--- config.mk ---
export PLATFORM = sky130hd
export DESIGN_NAME = pfs_front
export DESIGN_NICKNAME = d
export VERILOG_FILES = /design/src/rtl/pfs_pkg.sv /design/src/rtl/pfs_front.sv
export SDC_FILE = /design/constraint.sdc
export NUM_CORES = 1
export LEC_CHECK = 0
export CORE_UTILIZATION = 51
export CTS_BUF_LIST = sky130_fd_sc_hd__clkbuf_4 sky130_fd_sc_hd__clkbuf_8
export DETAILED_ROUTE_END_ITERATION = 16
export DONT_BUFFER_PORTS = 1
export GPL_ROUTABILITY_DRIVEN = 0
export PLACE_DENSITY = 0.66
export RECOVER_POWER = 100
export SYNTH_ARGS = -nofsm -noshare
export SYNTH_HDL_FRONTEND = slang
export SYNTH_SLANG_ARGS = --single-unit
--- constraint.sdc ---
create_clock -name clk_i -period 3.2 [get_ports clk_i]
set_input_delay 0.96 -clock clk_i [delete_from_list [all_inputs] [get_ports clk_i]]
set_output_delay 0.96 -clock clk_i [all_outputs]
set_load 0.01 [all_outputs]
--- src/rtl/pfs_pkg.sv ---
// package for the phase field stencil block
// holds payload structs, opcodes, config register map and fixed-point constants
`timescale 1ns / 1ps

package pfs_pkg;

  localparam int unsigned FRAC_BITS  = 16;
  localparam int unsigned MAX_WIDTH  = 64;
  localparam int unsigned MAX_HEIGHT = 64;
  localparam int unsigned COORD_W    = 6;
  localparam int unsigned ADDR_W     = 2 * COORD_W;
  localparam int unsigned CELLS      = MAX_WIDTH * MAX_HEIGHT;
  localparam int unsigned CELL_W     = FRAC_BITS + 2;
  localparam int unsigned DIM_W      = 7;
  localparam int unsigned COEF_W     = 24;
  localparam int unsigned NB_CNT     = 5;

  localparam logic [DIM_W-1:0]  MAX_W_Q     = DIM_W'(MAX_WIDTH);
  localparam logic [DIM_W-1:0]  MAX_H_Q     = DIM_W'(MAX_HEIGHT);
  localparam logic [COEF_W-1:0] RST_INV_D   = COEF_W'(65536);
  localparam logic [COEF_W-1:0] RST_MOB     = COEF_W'(65536);
  localparam logic [COEF_W-1:0] RST_GRAD    = COEF_W'(65536);
  localparam logic [COEF_W-1:0] RST_TSTEP   = COEF_W'(655);

  typedef enum logic [1:0] {
    OP_WRITE  = 2'd0,
    OP_UPDATE = 2'd1,
    OP_SWAP   = 2'd2,
    OP_READ   = 2'd3
  } pfs_op_e;

  typedef enum logic [2:0] {
    REG_WIDTH  = 3'd0,
    REG_HEIGHT = 3'd1,
    REG_INV_DX = 3'd2,
    REG_INV_DY = 3'd3,
    REG_MOB    = 3'd4,
    REG_GRAD   = 3'd5,
    REG_TSTEP  = 3'd6,
    REG_NONE   = 3'd7
  } pfs_reg_e;

  typedef struct packed {
    pfs_op_e             opcode;
    logic [5:0]          cell_x;
    logic [5:0]          cell_y;
    logic signed [23:0]  cell_value;
  } pfs_in_t;

  typedef struct packed {
    logic signed [17:0]  result_value;
    logic                out_of_grid;
  } pfs_out_t;

  // classified item handed from front to back
  typedef struct packed {
    pfs_op_e                          op;
    logic                             oob;
    logic signed [23:0]               val;
    logic [NB_CNT-1:0][ADDR_W-1:0]    addr;   // center, left, right, below, above
  } pfs_item_t;

  typedef struct packed {
    logic [COEF_W-1:0] inv_dx;
    logic [COEF_W-1:0] inv_dy;
    logic [COEF_W-1:0] mob;
    logic [COEF_W-1:0] grad;
    logic [COEF_W-1:0] tstep;
  } pfs_cfg_t;

endpackage

--- src/rtl/pfs_front.sv ---
// front end: accepts commands, checks grid bounds, forms neighbor addresses
// and queues classified items for the back end; uses pfs_pkg
`timescale 1ns / 1ps

module pfs_front import pfs_pkg::*; (
  input  logic              clk_i,
  input  logic              rst_ni,
  input  logic              push_i,
  input  pfs_in_t           cmd_i,
  input  logic [DIM_W-1:0]  act_w_i,
  input  logic [DIM_W-1:0]  act_h_i,
  output logic              full_o,
  input  logic              pop_i,
  output logic              head_valid_o,
  output pfs_item_t         head_o
);

  pfs_item_t   mem_q [2];
  logic        wptr_q, wptr_d, rptr_q, rptr_d;
  logic [1:0]  cnt_q, cnt_d;
  pfs_item_t   item;
  logic [DIM_W-1:0] x_ext, y_ext, x_inc, y_inc;
  logic [5:0]  xl, xr, yb, yt;

  always_comb begin
    x_ext = DIM_W'(cmd_i.cell_x);
    y_ext = DIM_W'(cmd_i.cell_y);
    x_inc = x_ext + DIM_W'(1);
    y_inc = y_ext + DIM_W'(1);
    // edge neighbors fall back to the cell itself
    xl = (cmd_i.cell_x != 6'd0) ? cmd_i.cell_x - 6'd1 : cmd_i.cell_x;
    xr = (x_inc < act_w_i) ? x_inc[5:0] : cmd_i.cell_x;
    yb = (cmd_i.cell_y != 6'd0) ? cmd_i.cell_y - 6'd1 : cmd_i.cell_y;
    yt = (y_inc < act_h_i) ? y_inc[5:0] : cmd_i.cell_y;
    item.op      = cmd_i.opcode;
    item.oob     = (x_ext >= act_w_i) || (y_ext >= act_h_i);
    item.val     = cmd_i.cell_value;
    item.addr[0] = {cmd_i.cell_y, cmd_i.cell_x};
    item.addr[1] = {cmd_i.cell_y, xl};
    item.addr[2] = {cmd_i.cell_y, xr};
    item.addr[3] = {yb, cmd_i.cell_x};
    item.addr[4] = {yt, cmd_i.cell_x};
  end

  always_comb begin
    wptr_d = wptr_q ^ push_i;
    rptr_d = rptr_q ^ pop_i;
    cnt_d  = cnt_q + 2'(push_i) - 2'(pop_i);
  end

  always_ff @(posedge clk_i or negedge rst_ni) begin
    if (!rst_ni) begin
      wptr_q <= 1'b0;
      rptr_q <= 1'b0;
      cnt_q  <= 2'd0;
    end else begin
      wptr_q <= wptr_d;
      rptr_q <= rptr_d;
      cnt_q  <= cnt_d;
    end
  end

  always_ff @(posedge clk_i) begin
    if (push_i) begin
      mem_q[wptr_q] <= item;
    end
  end

  assign full_o       = (cnt_q == 2'd2);
  assign head_valid_o = (cnt_q != 2'd0);
  assign head_o       = mem_q[rptr_q];

endmodule

==> reports/metrics.cfg, run 1 <==
[power_and_ir_drop]
switching_share_pct = 30.12
powerDensity_nw_per_um2 = 785.6
seq_power_share_pct = 46.8
p_leak_nw = 2.411
p_comb_share_pct = 25.4
switchingPower_mw = 1.552
clockPowerShare_pct = 27.8
vdd_drop_max_v = 0.0002917
p_int_mw = 3.600

[sta]
slew_headroom_pct = -16.02
fin_crit_sh_pct = 89.19
finalSetupViolCount = 0
max_freq_mhz = 350.4
rsz0062_at_grt = no
hold_viol = 0
finalSetupTns_ns = 0
min_period_ns = 2.854
slew_violations = 35
tightest_slew_ns = 1.740
fin_worst_skew_ns = 0.006649

[global_route]
antenna_found_initial = 0
grt_usage_pct = 17.78
grt_max_degree = 37
grt_pass1_vias = 3145
grt_first_pass_wirelength_mm = 16.37
grt_overflow = 0

[cells_and_area]
fill_cells = 931
final_cell_area_um2 = 6559
layout-drive-gt1-share_pct = 10.86
fin_nets = 484
diodes = 0
mostFrequentLayoutCells = edfxtp_1, mux2_1, ha_1
mostFrequentLayoutCell = edfxtp_1
area_growth_pct = 6.697

[worst_setup_path]
required_ns = 2.24
rr_startpoint = wptr_q
end_kind = output pin
worst_ep_arrival_time_ns = 1.89
crit_chain = buf_12 -> mux2_1
rrSetupSlack_ns = 0.88
critPathMaxFanout = 26
max_stage_delay_ns = 0.70
cp_slowest_cell = dfrtp_2
startpoint = rptr_q
critPathLaunchType = register
crit_type = register to output pin

[synth]
synth_cells = 407
syn_nets = 499
ys_ff_latch = 130
syn_area_um2 = 6147
avgSynthCellArea_um2 = 15.10
ys_types = 40
ys_warn_count = 0
yosysSeqAreaShare_pct = 63.18

[clocking]
h-tree-depth = 4
cts_buffers = 17
insertion_delay_ns = 0.43
post_cts_buffers = 0
clock_path_buffers = 2
cts_hold_buf = 0
cts_sinks = 130
cts_resized = 0
clk_pin_slew_worst_paths_ns = 0.06
root_buffer = clkbuf_8
cts_tree = built

[drt]
firstDrtPassIters = 11
antenna_left = 0
via_per_inst = 5.485
wl_per_cell_um = 19.11
routed_wl_mm = 10.48
first_iter_violations = 224
num_vias = 3006
drc = 10

[floorplanning]
die_area_um2 = 12500
rows = 39
die_x_um = 111.8
initial_core_util_pct = 53.15
io_pins = 145
die_height_um = 111.8
core_area_um2 = 11560

[hold_path]
hold_path_class = input port to async pin

[placement]
portBuffers = 0
hpwl_mm = 7.125
dpl_cell_area_um2 = 6185

[outcome]
failed_checks = DRC, capacitance limit, slew limit
status = complete, but fails checks

[job]
cap_violations = 1

[state kept, by name, summed over array words and instances, names as in the netlist]
name and flops:
rptr_q 1, mem_q 126, wptr_q 1, cnt_q 2
[worst max-delay path: cells and delay by family, from the launching register on]
kind	cells	cell delay, ns
buffers and inverters	1	0.26
flip-flops	1	0.70
multiplexers	1	0.49
[through the flow]
step	instances	total power, mW	setup WS [ns]	hold slack, ns	util [%]
floorplan	407	3.747	0.1666	0.5703	-
global placement	516	3.887	0.3056	0.5872	53.48
detailed placement	516	3.913	0.2284	0.5991	53.48
CTS	548	5.362	0.3350	0.1912	57.07
global route	548	5.413	0.2345	0.1814	56.71
finish	548	5.152	0.3459	0.2248	56.71
[synth_stat cells, drive strengths merged]
| cell | instances | share of area (%) |
|---|---|---|
| a211o | 2 | 0.29 |
| a211oi | 2 | 0.33 |
| a21o | 4 | 0.49 |
| a21oi | 6 | 0.49 |
| and3 | 1 | 0.10 |
| and3b | 1 | 0.14 |
| buf | 36 | 3.9 |
| clkbuf | 3 | 0.20 |
| dfrtp | 4 | 1.6 |
| edfxtp | 126 | 62 |
| ha | 36 | 7.3 |
| inv | 21 | 1.3 |
| mux2 | 65 | 12 |
| mux2i | 2 | 0.33 |
| nand2 | 13 | 0.79 |
| nand2b | 5 | 0.51 |
| nand3 | 7 | 0.57 |
| nand3b | 1 | 0.12 |
| nand4 | 3 | 0.31 |
| nor2 | 15 | 0.92 |
| nor2b | 2 | 0.20 |
| nor3 | 9 | 0.81 |
| nor3b | 1 | 0.12 |
| nor4b | 1 | 0.14 |
| o2111a | 1 | 0.20 |
| o211ai | 8 | 0.98 |
| o21a | 1 | 0.24 |
| o21ai | 3 | 0.24 |
| o22ai | 1 | 0.10 |
| or2 | 5 | 0.51 |
| or3 | 1 | 0.10 |
| xnor2 | 13 | 1.9 |
| xor2 | 8 | 1.1 |
[metal layers]
layer  GRT usage, %  part of all wire (%)  wire length [µm]  vias to the layer above
met1          20.72                    42              4441                     1439
met3          7.022                   8.6               903                       10
met5              0                     0                 0                        -
li1               -                     -                 -                     1446
met2          28.90                    47              4971                      111
met4          8.198                   1.5               159                        0
[path summary, 6_finish.rpt]
path                                     end  cells past startpoint
min in group clk_i                  cnt_q[1]                      2
worst min register to register      cnt_q[1]                      2
worst max register to register  mem_q[1][60]                      2
worst min-delay path                cnt_q[1]                      0
worst max-delay path              head_o[21]                      2
max in group asynchronous             rptr_q                      0
[layout make-up]
class                           count  area (µm²)  area share, %
Clock inverter                      7       108.9          1.660
Inverter                           21       78.83          1.202
Timing Repair Buffer                5       83.83          1.278
Tap cell                          143       178.9          2.728
Sequential cell                   130        3885          59.23
Multi-Input combinational cell    217        1917          29.23
Clock buffer                       25       306.5          4.674
[cells by family (layout without fill, tap and decap cells)]
logic type,after synthesis,in the layout,share of synthesized area (%)
buffers and inverters,60,58,5.435
AO/OA/AOI/OAI,28,28,3.358
multiplexers,67,67,12.36
adder cells (fa/ha/maj),36,36,7.327
AND/OR/NAND/NOR,65,65,5.353
flip-flops,130,130,63.18
XOR/XNOR,21,21,2.992
[power groups by stage]
stage / Clock [mW] / Sequential [mW] / Combinational (mW)
floorplan: 0 / 2.38 / 1.36
global placement: 0 / 2.43 / 1.46
detailed placement: 0 / 2.45 / 1.47
CTS: 1.48 / 2.41 / 1.47
global route: 1.54 / 2.45 / 1.42
finish: 1.43 / 2.41 / 1.31
No activity file was read; power rests on OpenSTA's default activity.
==> inputs of run 2 (changes only) <==
Settings changed: RECOVER_POWER 100 to 25.
==> run 2 against run 1 <==
Against the previous run:
- the flow finishes with violations (DRC)
- combinational power increased by 9%
- register-to-register slack improved by 0.05 ns
- power increased by 2.3%
==> reports/metrics.cfg, run 2 (synthesis gave the netlist of run 1 again) <==
[clocking]
cts_buffers = 17
insertion_delay_ns = 0.43
cts_resized = 0
clk_pin_slew_worst_paths_ns = 0.06
cts_hold_buf = 0
h-tree-depth = 4
clock_path_buffers = 2
cts_sinks = 130
post_cts_buffers = 0
root_buffer = clkbuf_8
cts_tree = built

[sta]
fin_worst_skew_ns = 0.005554
tightest_slew_ns = 1.444
setup_ws_ns = 0.3944
hold_viol = 0
finalSetupTns_ns = 0
min_period_ns = 2.806
rsz0062_at_grt = no
max_freq_mhz = 356.4
slew_headroom_pct = 3.706
fin_crit_sh_pct = 87.67
whs_ns = 0.2228
slew_violations = 0
finalSetupViolCount = 0

[cells_and_area]
largest_register = mem_q
mostFrequentLayoutCell = edfxtp_1
reg_top3 = mem_q (126), cnt_q (2)
mostFrequentLayoutCells = edfxtp_1, mux2_2, ha_1
fill_cells = 925
diodes = 0
largest_reg_flops = 126
area_growth_pct = 7.165
finish.utilization_pct = 56.96
fin_nets = 484
layout-drive-gt1-share_pct = 27.16

[power_and_ir_drop]
switchingPower_mw = 1.558
p_comb_share_pct = 27.1
p_leak_nw = 2.422
seq_power_share_pct = 45.7
vdd_drop_max_v = 0.0002945
clockPowerShare_pct = 27.2
p_int_mw = 3.715
powerDensity_nw_per_um2 = 800.4
switching_share_pct = 29.55

[floorplanning]
initial_core_util_pct = 53.15
rows = 39
core_area_um2 = 11560
die_x_um = 111.8
io_pins = 145
die_area_um2 = 12500
die_height_um = 111.8

[worst_setup_path]
cp_num_buf_inv = 1
critical-path-top-delay-family = flip-flops
worst_ep_arrival_time_ns = 1.85
critPathMaxFanout = 26
max_stage_delay_ns = 0.69
end_kind = output pin
required_ns = 2.24
crit_chain = buf_12 -> mux2_2
crit_type = register to output pin
cp_slowest_cell = dfrtp_2
critPathLaunchType = register

[global_route]
grt_max_degree = 37
grt_pass1_vias = 3145
grt_first_pass_wirelength_mm = 16.37
grt_overflow = 0
antenna_found_initial = 0
grt_usage_pct = 17.78

[drt]
wl_per_cell_um = 19.19
num_vias = 3028
firstDrtPassIters = 10
routed_wl_mm = 10.52
antenna_left = 0
drc = 10
via_per_inst = 5.526
first_iter_violations = 214

[placement]
hpwl_mm = 7.125
portBuffers = 0
post-place-ws_ns = 0.2284

[outcome]
failed_checks = DRC
status = complete, but fails checks

[hold_path]
hold_path_class = input port to async pin

[job]
cap_violations = 0

-- run 2: final timing paths --
check                          from            to  slack [ns]  depth (start not counted)
max in group asynchronous    rst_ni        rptr_q        2.90                          0
setup reg to reg             wptr_q  mem_q[0][81]        0.93                          3
hold reg to reg            cnt_q[1]      cnt_q[1]        0.60                          2
setup / recovery             rptr_q    head_o[21]        0.39                          2
min in group clk_i         cnt_q[1]      cnt_q[1]        0.60                          2
hold / removal               rst_ni      cnt_q[1]        0.22                          0
-- run 2: through the flow --
step	cells	area, µm²	total power, mW
final	548	6588	5.273
after global placement	516	6185	3.887
after detailed placement	516	6185	3.913
after global routing	548	6588	5.521
after floorplan	407	6147	3.747
after CTS	548	6600	5.362
-- run 2: cell type report --
type	instances	area [µm²]	area share [%]
timing repair buffer	5	87.58	1.330
inverter	21	78.83	1.197
clock buffer	25	306.5	4.653
sequential	130	3885	58.97
tap	143	178.9	2.716
clock inverter	7	108.9	1.652
multi-input combinational	217	1942	29.48
-- run 2: power by group through the flow --
stage                     logic, mW  clock network [mW]  registers, mW
after floorplan                1.36                   0           2.38
after global placement         1.46                   0           2.43
after detailed placement       1.47                   0           2.45
after CTS                      1.47                1.48           2.41
after global routing           1.53                1.54           2.44
final                          1.43                1.44           2.41
-- run 2: routing by layer --
metal | part of all wire (%) | up-vias | wire, µm | track usage [%]
met2 | 47 | 110 | 4991 | 28.90
met1 | 42 | 1456 | 4428 | 20.72
li1 | - | 1447 | - | -
met5 | 0 | - | 0 | 0
met4 | 1.9 | 0 | 201 | 8.198
met3 | 8.5 | 15 | 894 | 7.022
